## src/design/hmtrb_pkg.sv

```systemverilog
// Shared types, constants and helper functions for the TCP reset header builder.
`default_nettype none

package hmtrb_pkg;

  localparam int MAX_FRAME_DEF = 2048;

  localparam logic [31:0] PATTERN_RST = 32'h4854_5450;
  localparam logic [15:0] WINDOW_RST  = 16'd8192;
  localparam logic [7:0]  TTL_RST     = 8'd64;

  localparam int CFG_DATA_W = 32;
  localparam int CFG_IDX_W  = 2;

  typedef enum logic [CFG_IDX_W-1:0] {
    CFG_PATTERN = 2'd0,
    CFG_WINDOW  = 2'd1,
    CFG_TTL     = 2'd2
  } cfg_idx_e;

  localparam int OFF_ETHTYPE   = 12;
  localparam int OFF_IHL       = 14;
  localparam int OFF_TOTLEN    = 16;
  localparam int OFF_PROTO     = 23;
  localparam int OFF_SRC_IP    = 26;
  localparam int OFF_DST_IP    = 30;
  localparam int OFF_L4        = 34;
  localparam int ETH_HDR_BYTES = 14;
  localparam int TCP_HDR_BYTES = 20;
  localparam int MIN_FRAME     = 42;
  localparam int MIN_HDR_WORDS = 5;

  localparam int R_DST_PORT = 2;
  localparam int R_SEQ      = 4;
  localparam int R_ACK      = 8;
  localparam int R_DOFF     = 12;

  localparam logic [15:0] ETHERTYPE_IPV4 = 16'h0800;
  localparam logic [7:0]  PROTO_TCP      = 8'h06;
  localparam logic [15:0] IP_VER_TOS     = 16'h4500;
  localparam logic [15:0] IP_LEN_RST     = 16'h0028;
  localparam logic [15:0] TCP_OFF_FLAGS  = 16'h5004;

  localparam int HDR_LEN_W = 7;
  localparam int SUM_W     = 21;

  typedef struct packed {
    logic [31:0]          src_ip;
    logic [31:0]          dst_ip;
    logic [15:0]          src_port;
    logic [15:0]          dst_port;
    logic [31:0]          seq;
    logic [31:0]          peer_seq;
    logic [15:0]          total_len;
    logic [HDR_LEN_W-1:0] hdr_len;
  } snap_t;

  typedef struct packed {
    logic [15:0] tcp_checksum;
    logic [15:0] ip_checksum;
    logic [31:0] ack;
    logic [31:0] seq;
    logic [15:0] dst_port;
    logic [15:0] src_port;
    logic [31:0] dst_ip;
    logic [31:0] src_ip;
  } result_t;

  localparam int RES_W = $bits(result_t);

  // Longest suffix of (matched prefix + new byte) that is a prefix of the pattern.
  function automatic logic [2:0] hmtrb_advance(input logic [31:0] pat,
                                               input logic [1:0]  prog,
                                               input logic [7:0]  b);
    logic [7:0] s [4];
    logic       ok;
    logic [2:0] res;
    logic [1:0] idx;
    int         len;
    for (int i = 0; i < 4; i++) begin
      s[i] = (i < int'(prog)) ? pat[31-8*i -: 8] : b;
    end
    len = int'(prog) + 1;
    res = 3'd0;
    for (int k = 1; k <= 4; k++) begin
      if (k <= len) begin
        ok = 1'b1;
        for (int i = 0; i < 4; i++) begin
          if (i < k) begin
            idx = 2'(len - k + i);
            if (s[idx] != pat[31-8*i -: 8]) begin
              ok = 1'b0;
            end
          end
        end
        if (ok) begin
          res = 3'(k);
        end
      end
    end
    return res;
  endfunction

  // Ones complement fold and invert.
  function automatic logic [15:0] hmtrb_fold(input logic [SUM_W-1:0] s);
    logic [16:0] t1;
    logic [15:0] t2;
    t1 = 17'(s[15:0]) + 17'(s[SUM_W-1:16]);
    t2 = t1[15:0] + 16'(t1[16]);
    return ~t2;
  endfunction

endpackage

`default_nettype wire

```

## src/design/hmtrb_parser.sv

```systemverilog
// Frame byte parser: header capture, payload pattern search and frame snapshot.
`default_nettype none

module hmtrb_parser
  import hmtrb_pkg::*;
#(
  parameter int MaxFrame = MAX_FRAME_DEF
) (
  input  wire logic        clk_i,
  input  wire logic        rst_ni,
  input  wire logic [31:0] pattern_i,
  input  wire logic        valid_i,
  output      logic        ready_o,
  input  wire logic [7:0]  byte_i,
  input  wire logic        last_i,
  output      logic        snap_valid_o,
  input  wire logic        snap_ready_i,
  output      snap_t       snap_o
);

  localparam int OffW = $clog2(MaxFrame + 1);
  localparam int CmpW = (OffW > 8) ? OffW : 8;

  logic [OffW-1:0] off_q, off_d;
  logic [15:0]     eth_q, eth_d;
  logic [3:0]      ihl_q, ihl_d;
  logic [7:0]      proto_q, proto_d;
  logic [15:0]     totlen_q, totlen_d;
  logic [31:0]     sip_q, sip_d;
  logic [31:0]     dip_q, dip_d;
  logic [15:0]     sport_q, sport_d;
  logic [15:0]     dport_q, dport_d;
  logic [31:0]     seq_q, seq_d;
  logic [31:0]     ack_q, ack_d;
  logic [3:0]      doff_q, doff_d;
  logic [1:0]      prog_q, prog_d;
  logic            found_q, found_d;
  logic            snap_v_q, snap_v_d;
  snap_t           snap_q, snap_d;

  logic                 fire, take, l4, search, emit;
  logic [CmpW-1:0]      off_x, l4_base, r_ofs, start_ofs;
  logic [2:0]           adv;
  logic [HDR_LEN_W-1:0] hdr_len;

  assign ready_o = !snap_v_q || snap_ready_i;
  assign fire    = valid_i && ready_o;
  assign take    = fire && (off_q < OffW'(MaxFrame));

  assign off_x   = CmpW'(off_q);
  assign l4_base = CmpW'(ETH_HDR_BYTES) + CmpW'({ihl_q, 2'b00});
  assign r_ofs   = off_x - l4_base;
  assign l4      = take && (off_x >= CmpW'(OFF_L4)) && (ihl_q >= 4'(MIN_HDR_WORDS)) &&
                   (off_x >= l4_base);
  assign search  = l4 && (r_ofs >= CmpW'(TCP_HDR_BYTES)) &&
                   (doff_q >= 4'(MIN_HDR_WORDS)) && (r_ofs >= CmpW'({doff_q, 2'b00})) &&
                   !found_q;
  assign adv     = hmtrb_advance(pattern_i, prog_q, byte_i);

  always_comb begin
    off_d    = off_q;
    eth_d    = eth_q;
    ihl_d    = ihl_q;
    proto_d  = proto_q;
    totlen_d = totlen_q;
    sip_d    = sip_q;
    dip_d    = dip_q;
    sport_d  = sport_q;
    dport_d  = dport_q;
    seq_d    = seq_q;
    ack_d    = ack_q;
    doff_d   = doff_q;
    prog_d   = prog_q;
    found_d  = found_q;

    if (take) begin
      off_d = off_q + OffW'(1);
      if (off_x == CmpW'(OFF_ETHTYPE)) begin
        eth_d[15:8] = byte_i;
      end else if (off_x == CmpW'(OFF_ETHTYPE + 1)) begin
        eth_d[7:0] = byte_i;
      end else if (off_x == CmpW'(OFF_IHL)) begin
        ihl_d = byte_i[3:0];
      end else if (off_x == CmpW'(OFF_TOTLEN)) begin
        totlen_d[15:8] = byte_i;
      end else if (off_x == CmpW'(OFF_TOTLEN + 1)) begin
        totlen_d[7:0] = byte_i;
      end else if (off_x == CmpW'(OFF_PROTO)) begin
        proto_d = byte_i;
      end else if (off_x >= CmpW'(OFF_SRC_IP) && off_x < CmpW'(OFF_DST_IP)) begin
        sip_d = {sip_q[23:0], byte_i};
      end else if (off_x >= CmpW'(OFF_DST_IP) && off_x < CmpW'(OFF_L4)) begin
        dip_d = {dip_q[23:0], byte_i};
      end
    end

    if (l4) begin
      if (r_ofs < CmpW'(R_DST_PORT)) begin
        sport_d = {sport_q[7:0], byte_i};
      end else if (r_ofs < CmpW'(R_SEQ)) begin
        dport_d = {dport_q[7:0], byte_i};
      end else if (r_ofs < CmpW'(R_ACK)) begin
        seq_d = {seq_q[23:0], byte_i};
      end else if (r_ofs < CmpW'(R_DOFF)) begin
        ack_d = {ack_q[23:0], byte_i};
      end else if (r_ofs == CmpW'(R_DOFF)) begin
        doff_d = byte_i[7:4];
      end
    end

    if (search) begin
      if (adv[2]) begin
        found_d = 1'b1;
        prog_d  = 2'd0;
      end else begin
        prog_d = adv[1:0];
      end
    end
  end

  assign hdr_len   = HDR_LEN_W'({ihl_d, 2'b00}) + HDR_LEN_W'({doff_d, 2'b00});
  assign start_ofs = CmpW'(ETH_HDR_BYTES) + CmpW'(hdr_len);
  assign emit      = (CmpW'(off_d) >= CmpW'(MIN_FRAME)) && (eth_d == ETHERTYPE_IPV4) &&
                     (proto_d == PROTO_TCP) && (ihl_d >= 4'(MIN_HDR_WORDS)) &&
                     (doff_d >= 4'(MIN_HDR_WORDS)) && (CmpW'(off_d) >= start_ofs) &&
                     found_d;

  always_comb begin
    snap_d           = snap_q;
    snap_d.src_ip    = dip_d;
    snap_d.dst_ip    = sip_d;
    snap_d.src_port  = dport_d;
    snap_d.dst_port  = sport_d;
    snap_d.seq       = ack_d;
    snap_d.peer_seq  = seq_d;
    snap_d.total_len = totlen_d;
    snap_d.hdr_len   = hdr_len;

    snap_v_d = snap_v_q;
    if (snap_v_q && snap_ready_i) begin
      snap_v_d = 1'b0;
    end
    if (fire && last_i && emit) begin
      snap_v_d = 1'b1;
    end
  end

  always_ff @(posedge clk_i or negedge rst_ni) begin
    if (!rst_ni) begin
      off_q    <= '0;
      eth_q    <= '0;
      ihl_q    <= '0;
      proto_q  <= '0;
      totlen_q <= '0;
      sip_q    <= '0;
      dip_q    <= '0;
      sport_q  <= '0;
      dport_q  <= '0;
      seq_q    <= '0;
      ack_q    <= '0;
      doff_q   <= '0;
      prog_q   <= '0;
      found_q  <= 1'b0;
      snap_v_q <= 1'b0;
    end else begin
      snap_v_q <= snap_v_d;
      if (fire && last_i) begin
        off_q    <= '0;
        eth_q    <= '0;
        ihl_q    <= '0;
        proto_q  <= '0;
        totlen_q <= '0;
        sip_q    <= '0;
        dip_q    <= '0;
        sport_q  <= '0;
        dport_q  <= '0;
        seq_q    <= '0;
        ack_q    <= '0;
        doff_q   <= '0;
        prog_q   <= '0;
        found_q  <= 1'b0;
      end else begin
        off_q    <= off_d;
        eth_q    <= eth_d;
        ihl_q    <= ihl_d;
        proto_q  <= proto_d;
        totlen_q <= totlen_d;
        sip_q    <= sip_d;
        dip_q    <= dip_d;
        sport_q  <= sport_d;
        dport_q  <= dport_d;
        seq_q    <= seq_d;
        ack_q    <= ack_d;
        doff_q   <= doff_d;
        prog_q   <= prog_d;
        found_q  <= found_d;
      end
    end
  end

  always_ff @(posedge clk_i) begin
    if (fire && last_i && emit) begin
      snap_q <= snap_d;
    end
  end

  assign snap_valid_o = snap_v_q;
  assign snap_o       = snap_q;

endmodule

`default_nettype wire

```

## src/design/hmtrb_rst_gen.sv

```systemverilog
// Reset header generator: acknowledge rebuild and checksum pipeline.
`default_nettype none

module hmtrb_rst_gen
  import hmtrb_pkg::*;
(
  input  wire logic        clk_i,
  input  wire logic        rst_ni,
  input  wire logic [15:0] window_i,
  input  wire logic [7:0]  ttl_i,
  input  wire logic        snap_valid_i,
  output      logic        snap_ready_o,
  input  wire snap_t       snap_i,
  output      logic        res_valid_o,
  input  wire logic        res_ready_i,
  output      result_t     res_o
);

  logic    b_v_q, c_v_q, o_v_q;
  logic    b_rdy, c_rdy, o_rdy;
  result_t b_q, c_q, o_q;
  result_t b_d, c_d, o_d;

  logic [17:0]      b_addr_q, b_addr_d;
  logic [18:0]      b_fix_q, b_fix_d;
  logic [SUM_W-1:0] c_ip_q, c_ip_d;
  logic [SUM_W-1:0] c_tcp_q, c_tcp_d;

  assign o_rdy        = !o_v_q || res_ready_i;
  assign c_rdy        = !c_v_q || o_rdy;
  assign b_rdy        = !b_v_q || c_rdy;
  assign snap_ready_o = b_rdy;

  always_comb begin
    b_d              = '0;
    b_d.src_ip       = snap_i.src_ip;
    b_d.dst_ip       = snap_i.dst_ip;
    b_d.src_port     = snap_i.src_port;
    b_d.dst_port     = snap_i.dst_port;
    b_d.seq          = snap_i.seq;
    b_d.ack          = snap_i.peer_seq + 32'(snap_i.total_len) - 32'(snap_i.hdr_len);
    b_addr_d         = 18'(snap_i.src_ip[31:16]) + 18'(snap_i.src_ip[15:0]) +
                       18'(snap_i.dst_ip[31:16]) + 18'(snap_i.dst_ip[15:0]);
    b_fix_d          = 19'(PROTO_TCP) + 19'(TCP_HDR_BYTES) + 19'(snap_i.src_port) +
                       19'(snap_i.dst_port) + 19'(snap_i.seq[31:16]) +
                       19'(snap_i.seq[15:0]) + 19'(TCP_OFF_FLAGS) + 19'(window_i);

    c_d              = b_q;
    c_ip_d           = SUM_W'(b_addr_q) + SUM_W'(IP_VER_TOS) + SUM_W'(IP_LEN_RST) +
                       SUM_W'({ttl_i, PROTO_TCP});
    c_tcp_d          = SUM_W'(b_addr_q) + SUM_W'(b_fix_q) + SUM_W'(b_q.ack[31:16]) +
                       SUM_W'(b_q.ack[15:0]);

    o_d              = c_q;
    o_d.ip_checksum  = hmtrb_fold(c_ip_q);
    o_d.tcp_checksum = hmtrb_fold(c_tcp_q);
  end

  always_ff @(posedge clk_i or negedge rst_ni) begin
    if (!rst_ni) begin
      b_v_q <= 1'b0;
      c_v_q <= 1'b0;
      o_v_q <= 1'b0;
    end else begin
      if (b_rdy) begin
        b_v_q <= snap_valid_i;
      end
      if (c_rdy) begin
        c_v_q <= b_v_q;
      end
      if (o_rdy) begin
        o_v_q <= c_v_q;
      end
    end
  end

  always_ff @(posedge clk_i) begin
    if (b_rdy && snap_valid_i) begin
      b_q      <= b_d;
      b_addr_q <= b_addr_d;
      b_fix_q  <= b_fix_d;
    end
    if (c_rdy && b_v_q) begin
      c_q     <= c_d;
      c_ip_q  <= c_ip_d;
      c_tcp_q <= c_tcp_d;
    end
    if (o_rdy && c_v_q) begin
      o_q <= o_d;
    end
  end

  assign res_valid_o = o_v_q;
  assign res_o       = o_q;

endmodule

`default_nettype wire

```

## src/design/http_match_tcp_reset_builder.sv

```systemverilog
// Top level of the TCP reset header builder: configuration registers and stream ports.
`default_nettype none

// Takes one Ethernet frame byte per clock on the slave stream unless back-pressure
// stalls it, and never needs a gap between bytes or frames. When the final byte of an
// IPv4 TCP frame whose payload holds the configured four-byte pattern is accepted, one
// reset header request passes the parser snapshot register, the two acknowledge and
// checksum stages and the output register to the master stream. A stalled master side
// holds up the slave side only once the snapshot register and all three stages are
// full. Write configuration registers only while no frame is in flight.
module http_match_tcp_reset_builder
  import hmtrb_pkg::*;
#(
  parameter int MaxFrame = MAX_FRAME_DEF
) (
  input  wire logic                  clk_i,
  input  wire logic                  rst_ni,
  input  wire logic                  cfg_we_i,
  input  wire logic [CFG_IDX_W-1:0]  cfg_index_i,
  input  wire logic [CFG_DATA_W-1:0] cfg_data_i,
  input  wire logic                  s_axis_tvalid,
  output      logic                  s_axis_tready,
  // frame_byte [7:0]
  input  wire logic [7:0]            s_axis_tdata,
  input  wire logic                  s_axis_tlast,
  output      logic                  m_axis_tvalid,
  input  wire logic                  m_axis_tready,
  // out_src_ip [31:0], out_dst_ip [63:32], out_src_port [79:64],
  // out_dst_port [95:80], out_seq [127:96], out_ack [159:128],
  // out_ip_checksum [175:160], out_tcp_checksum [191:176]
  output      logic [RES_W-1:0]      m_axis_tdata
);

  logic [31:0] pattern_q;
  logic [15:0] window_q;
  logic [7:0]  ttl_q;

  logic    snap_valid, snap_ready;
  snap_t   snap;
  result_t res;

  always_ff @(posedge clk_i or negedge rst_ni) begin
    if (!rst_ni) begin
      pattern_q <= PATTERN_RST;
      window_q  <= WINDOW_RST;
      ttl_q     <= TTL_RST;
    end else if (cfg_we_i) begin
      unique case (cfg_index_i)
        CFG_PATTERN: pattern_q <= cfg_data_i;
        CFG_WINDOW:  window_q  <= cfg_data_i[15:0];
        CFG_TTL:     ttl_q     <= cfg_data_i[7:0];
        default: ;
      endcase
    end
  end

  hmtrb_parser #(
    .MaxFrame(MaxFrame)
  ) u_parser (
    .clk_i       (clk_i),
    .rst_ni      (rst_ni),
    .pattern_i   (pattern_q),
    .valid_i     (s_axis_tvalid),
    .ready_o     (s_axis_tready),
    .byte_i      (s_axis_tdata),
    .last_i      (s_axis_tlast),
    .snap_valid_o(snap_valid),
    .snap_ready_i(snap_ready),
    .snap_o      (snap)
  );

  hmtrb_rst_gen u_rst_gen (
    .clk_i       (clk_i),
    .rst_ni      (rst_ni),
    .window_i    (window_q),
    .ttl_i       (ttl_q),
    .snap_valid_i(snap_valid),
    .snap_ready_o(snap_ready),
    .snap_i      (snap),
    .res_valid_o (m_axis_tvalid),
    .res_ready_i (m_axis_tready),
    .res_o       (res)
  );

  assign m_axis_tdata = res;

endmodule

`default_nettype wire

```

## config.mk

```make
export PLATFORM = sky130hd
export DESIGN_NAME = http_match_tcp_reset_builder
export DESIGN_NICKNAME = d
export VERILOG_FILES = /design/src/design/hmtrb_pkg.sv /design/src/design/hmtrb_parser.sv /design/src/design/hmtrb_rst_gen.sv /design/src/design/http_match_tcp_reset_builder.sv
export SDC_FILE = /design/constraint.sdc
export NUM_CORES = 2
export LEC_CHECK = 0
export ABC_AREA = 1
export BUFFER_PORTS_ARGS = -buffer_cell sky130_fd_sc_hd__buf_4
export CAP_MARGIN = 5
export CORE_AREA = 3 3 297 299
export DETAILED_ROUTE_END_ITERATION = 8
export DIE_AREA = 0 0 300 302
export PLACE_DENSITY = 0.89
export SYNTH_ARGS = -nofsm -noshare
export SYNTH_HDL_FRONTEND = slang
export SYNTH_HIERARCHICAL = 1
export SYNTH_SLANG_ARGS = --single-unit
```

## constraint.sdc

```tcl
create_clock -name clk_i -period 22.3 [get_ports clk_i]
set_input_delay 5.575 -clock clk_i [delete_from_list [all_inputs] [get_ports clk_i]]
set_output_delay 5.575 -clock clk_i [all_outputs]
set_load 0.02 [all_outputs]
```

Word level (Yosys, flattened, before mapping)
Cells that the tools add are included.
- bits of input ports: 48
- flip-flop bits (word level): 1057
- output and inout bits: 194
- magnitude comparators: 36
- reductions and logical operators: 37
- add/sub/neg operators: 37
- bitwise logic cells: 12
- eq/ne operators: 21
- multiplexer cells: 135
- operator list (operator ; count):
    $mux W32 ; 30
    $mux W8 ; 37
    $mux W16 ; 14
    $bmux W8 S2 ; 10
    $ne A8 B8 Y1 ; 10
    $add A19 B16 Y19 ; 4
    $add A21 B16 Y21 ; 3
    $eq A12 B4 Y1 const B ; 4
    $mux W4 ; 12
    $add A18 B16 Y18 ; 2
    $eq A12 B5 Y1 const B ; 3
    $ge A12 B5 Y1 const B ; 3
    $add A16 B5 Y17 ; 2
    $add A16 B1 Y16 ; 2
    $add A32 B16 Y32 ; 1
    $not A16 Y16 ; 2
    $sub A32 B7 Y32 ; 1
    $ge A3 B3 Y1 const B ; 10
    $not A2 Y3 ; 10
    $ge A12 B12 Y1 ; 2
    $ge A12 B6 Y1 const B ; 2
    $lt A12 B4 Y1 const B ; 2
    $mux W12 ; 2
    $logic_and A1 B1 Y1 ; 22
    other kinds (40) ; 88

Depth between registers and ports, before layout
- depth after elaboration: 22
- gate-level depth with buffers: 39

Modules after synthesis
The synthesis kept the hierarchy.
- modules (own cells, without submodules) (module ; area an instance (um^2) ; instances ; cells an instance):
    hmtrb_rst_gen ; 28711.3 ; 1 ; 2302
    hmtrb_parser ; 20251.9 ; 1 ; 2381
    http_match_tcp_reset_builder ; 2284.7 ; 1 ; 247

Least setup slack after synthesis
Ideal clock, no wire load.
- path kind: input port to flip-flop
- from: input m_axis_tready
- to: register u_parser.snap_q (netlist bit u_parser/snap_o[100]), enable pin
- cell stages on the path: 31
- data arrival time: 16.596 ns
- path slack: 4.975 ns
- data required time: 21.571 ns
- cell sequence: inv_1 nand2_1 nor2_1 nand2_1 inv_1 nand2_2 nand3_1 buf_4 a21oi_2 nand3_1 o21ai_0 inv_1 ha_1 fa_1 xor2_1 inv_1 a21oi_1 xnor2_1 ha_1 nand2_1 inv_1 nand2_1 nand2_1 nand2_1 nand2_1 nand2_1 nand2_1 inv_1 nor2_1 nand2_1 nor2_1
- word-level cells in the longest chain between the ends: 16
- ends and longest elaborated chain (element ; RTL line ; source):
    start: declaration ; http_match_tcp_reset_builder.sv:27 ; input wire logic m_axis_tready,
    $logic_or A1 B1 Y1 * ; hmtrb_rst_gen.sv:29 ; assign o_rdy = !o_v_q || res_ready_i;
    $logic_or A1 B1 Y1 * ; hmtrb_rst_gen.sv:30 ; assign c_rdy = !c_v_q || o_rdy;
    $logic_or A1 B1 Y1 * ; hmtrb_rst_gen.sv:31 ; assign b_rdy = !b_v_q || c_rdy;
    net snap_ready ; http_match_tcp_reset_builder.sv:38 ; logic snap_valid, snap_ready;
    $logic_or A1 B1 Y1 * ; hmtrb_parser.sv:46 ; assign ready_o = !snap_v_q || snap_ready_i;
    net s_axis_tready ; http_match_tcp_reset_builder.sv:22 ; output logic s_axis_tready,
    $logic_and A1 B1 Y1 * ; hmtrb_parser.sv:47 ; assign fire = valid_i && ready_o;
    $logic_and A1 B1 Y1 * ; hmtrb_parser.sv:48 ; assign take = fire && (off_q < OffW'(MaxFrame));
    $logic_and A1 B1 Y1 (3 in series) ; hmtrb_parser.sv:53 ; assign l4 = take && (off_x >= CmpW'(OFF_L4)) && (ihl_q >= 4'(MIN_HDR_WORDS)) &&
    $mux W4 ; hmtrb_parser.sv:97 ; if (l4) begin
    $add A6 B6 Y7 * ; hmtrb_parser.sv:121 ; assign hdr_len = HDR_LEN_W'({ihl_d, 2'b00}) + HDR_LEN_W'({doff_d, 2'b00});
    net u_parser.hdr_len[4] ; hmtrb_parser.sv:44 ; logic [HDR_LEN_W-1:0] hdr_len;
    $add A4 B7 Y8 * ; hmtrb_parser.sv:122 ; assign start_ofs = CmpW'(ETH_HDR_BYTES) + CmpW'(hdr_len);
    $ge A12 B12 Y1 * ; hmtrb_parser.sv:125 ; (doff_d >= 4'(MIN_HDR_WORDS)) && (CmpW'(off_d) >= start_ofs) &&
    $logic_and A1 B1 Y1 * (2 in series) ; hmtrb_parser.sv:125 ;
    $logic_and A1 B1 Y1 * ; hmtrb_parser.sv:202 ; if (fire && last_i && emit) begin
    end signal: assignment ; hmtrb_parser.sv:203 ; snap_q <= snap_d;
    end: declaration ; hmtrb_parser.sv:39 ; snap_t snap_q, snap_d;
The timed path passes the listed nets; every way through them passes the cells marked *.
A chain may end at the register's enable or synchronous reset.

Worst setup path in the final report
- from: input m_axis_tready
- to: output s_axis_tready
- word-level cells in the longest chain between the ends: 4
- ends and longest elaborated chain (element ; RTL line):
    $logic_or A1 B1 Y1 ; hmtrb_rst_gen.sv:29
    $logic_or A1 B1 Y1 ; hmtrb_rst_gen.sv:30
    $logic_or A1 B1 Y1 ; hmtrb_rst_gen.sv:31
    net snap_ready ; http_match_tcp_reset_builder.sv:38
    $logic_or A1 B1 Y1 ; hmtrb_parser.sv:46
    end: declaration ; http_match_tcp_reset_builder.sv:22
The timed path passes the listed nets, and every way through them passes these cells.

==> results_dict.tcl <==
set metrics [dict create \
    total_cell_area_at_the_placement_stage_mm2 0.0541 \
    avgSynthCellArea_um2 10.4 \
    timing.setup.critical_path_class "in -> out" \
    clock_tree_from_tritoncts "done" \
    critical_path.reg2reg.endpoint "u_parser/snap_o[84]" \
    netlist_top_cells_area "edfxtp_1 45%, dfrtp_1 13%, nand2_1 8.0%" \
    antenna_found_initial 3 \
    setup_total_negative_slack_ns 0 \
    post-synth-top-area-fraction_pct 45.1 \
    first_pass_grt_wire_length_um 206000 \
    post-route-cell-area_mm2 0.0577 \
    whs_endpoint "u_rst_gen/c_q[127]" \
    synth_area_leader_cell "edfxtp_1" \
    number_of_cells_traversed_by_the_worst_register_to_register_path 30 \
    final.min_clock_period_ns 12.34 \
    synth.top_cells.by_count "1086 x nand2_1, 828 x inv_1, 770 x edfxtp_1, 362 x nor2_1, 309 x nand3_1" \
    busiest_layer "met2" \
    vias_per_cell 5.68 \
    first_global_vias 36100 \
    min_path_cells 0 \
    seqCellArea_mm2 0.0302 \
    grt_use_met3_pct 5.28 \
    max_slew_vio_count 0 \
    gr-usage-met2_pct 50.1 \
    dr.first_iter.drc_count 4212 \
    totalWireLength_um 135000 \
    regToRegSetupSlack_ns 14.94 \
    max_slew_margin_pct 20.3 \
    synth-edff-count 770 \
    tightestPinTransition_ns 1.19 \
    nets 5536 \
    htree_num_levels 3 \
    route.antenna.remaining_nets 0 \
    worst_skew_pair.late_latency_ns 0.71 \
    floorplan.die.width_um 300 \
    multi_input_comb_area_mm2 0.0173 \
    origin_of_the_worst_min_delay_path "u_rst_gen/b_q[127]" \
    worst_setup_path_end_kind "output port" \
    finalCritPeriodShare_pct 55.3 \
    clk_root_buffer_cell "clkbuf_16" \
    post_cts_resized 0 \
    fillerInstances 6020 \
    fp.dieArea_mm2 0.0906 \
    max_fclk_mhz 81.1 \
    start_util_pct 60.0 \
    hold_viol 0 \
    ctsLongestPathBuffers 3 \
    finalHoldWorstSlack_ns 0.407 \
    met1_usage_pct 38.0 \
    core_area_mm2 0.0854 \
    io-pin-count 242 \
    synth_cell_type_count 61 \
    chipHeight_um 302 \
    ys_warn_count 6 \
    max_cap_viol_count 0 \
    rr_startpoint "u_rst_gen/res_valid_o" \
    vias 36400 \
    synth_top_flop_cell "edfxtp_1" \
    placement.io_buffers 241 \
    postCtsSetupRepairBufs 0 \
    postSynthRegisterBits 1053 \
    worst-endpoint-arrival_ns 6.76 \
    detail_route.first_pass.iterations 9 \
    final_layout_size_suffix_gt1_share_pct 11.2 \
    numCtsBuffers 103 \
    final_cells 6421 \
    place_congestion 0.974 \
    static-leakage-power_nw 26.4 \
    remaining_drc_errors 0 \
    async_flop_share_pct 26.9 \
    grt_overflow 0 \
    netlist_area_mm2 0.0512 \
    p_per_area_mw_per_mm2 76.1 \
    synth.yosys.seq_area_share_pct 59.0 \
    worst_clock_skew_ns 0.0392 \
    critical_path_peak_fanout 5 \
    finalSetupViolCount 0 \
    track_usage_pct 29.8 \
    hold_path_class "reg -> reg" \
    floorplan.rows 107 \
    hpwl_um 94900 \
    yosysMostFrequentCell "nand2_1" \
    tritoncts_num_sinks 1053 \
    wire_per_inst_um 21.0 \
    synth_cells 4930 \
    area.growth.synth_to_final_pct 12.6 \
    rsz0062_at_grt "false" \
    run_status "finished clean" \
    cts_hold_buf 0 \
    critPathRequiredTime_ns 16.73 \
    timing.critical_path.from_type "primary input" \
    largest_net_degree_at_the_start_of_global_routing 97 \
    peakVddDrop_v 0.0000703 \
    clk_pin_slew_worst_paths_ns 0.07 \
    placed_cells_incl_taps 6224 \
]
==> power breakdown <==
| part | internal (mW) | leakage [nW] | total [mW] | switching, mW |
|---|---|---|---|---|
| sequential | 2.14 | 10.7 | 2.18 | 0.0402 |
| clock | 1.01 | 1.72 | 1.78 | 0.775 |
| combinational | 0.138 | 14.0 | 0.426 | 0.289 |
==> cell families (layout without fill, tap and decap cells) <==
kind of cell,Yosys count,after routing,share of synthesized area [%]
AOI/OAI and AO/OA,513,513,5.79
xor gates and xnor gates,131,131,2.28
adders and majority gates,303,303,9.21
buffers and inverters,971,1315,7.40
DFF,1053,1053,59.0
other,1,4,0.00732
and+or+nand+nor,1958,1958,16.3
==> flip-flops by register name (all words and copies together), names as in the netlist, 2 cells and up <==
register	count
pattern_q	32
ttl_q	8
u_parser/ack_q	32
u_parser/dip_q	32
u_parser/doff_q	4
u_parser/dport_q	16
u_parser/eth_q	16
u_parser/ihl_q	4
u_parser/off_q	12
u_parser/prog_q	2
u_parser/proto_q	8
u_parser/seq_q	32
u_parser/sip_q	32
u_parser/snap_o	181
u_parser/sport_q	16
u_parser/totlen_q	16
u_rst_gen/b_addr_q	18
u_rst_gen/b_fix_q	19
u_rst_gen/b_q	160
u_rst_gen/c_ip_q	19
u_rst_gen/c_q	160
u_rst_gen/c_tcp_q	21
u_rst_gen/res_o	192
window_q	16
==> metrics by stage <==
stage	power [mW]	setup slack [ns]	util (%)
after floorplan	2.48	4.97	-
after global placement	2.60	9.82	63.4
after detailed placement	2.62	9.80	63.4
after CTS	4.40	10.02	67.5
after global routing	4.53	9.73	67.5
final	4.39	9.96	67.5
==> critical path, cell delays in order <==
cell,delay [ns]
buf_4,0.11
inv_1,0.11
nand2_1,0.10
nor2_1,0.29
nand2_1,0.16
inv_1,0.11
nand2_2,0.12
buf_4,0.19
==> cell type report <==
type                    count  area share, %
clock inverters            65           1.21
multi-input cells        2907           29.9
inverters                 855           5.60
repair buffers            265           3.46
well taps                1144           2.48
flip-flops and latches   1053           52.4
diodes                      2        0.00868
clock buffers             130           4.93
==> worst max path at each step <==
stage                                       to  slack (ns)  depth (start not counted)     startpoint
after floorplan           u_parser/snap_o[100]        4.97                         31  m_axis_tready
after global placement     u_parser/snap_o[68]        9.82                         36  m_axis_tready
after detailed placement   u_parser/snap_o[84]        9.80                         36  m_axis_tready
after CTS                        s_axis_tready       10.02                          8  m_axis_tready
after global routing       u_parser/snap_o[62]        9.73                         36  m_axis_tready
final                            s_axis_tready        9.96                          8  m_axis_tready
==> placed cells by master (no fill, tap or decap), drive strengths merged, types with 11 or more instances in the layout <==
cell type and n:
a211oi 76, a21oi 227, buf 265, clkbuf 130, clkinv 54, dfrtp 271
dfstp 12, edfxtp 770, fa 124, ha 179, inv 850, nand2 1124
nand3 319, nand4 57, nor2 404, nor3 27, o21ai 164, o21bai 11
xnor2 25, xor2 106
==> layer usage <==
layer	wire length, um	up-vias	part of all wire, %
li1	-	16600	-
met1	50900	17400	38
met2	65800	1944	49
met3	11700	443	8.6
met4	6540	2	4.8
met5	13	-	0.0096
Note: power is estimated with default switching activity, not from simulation.
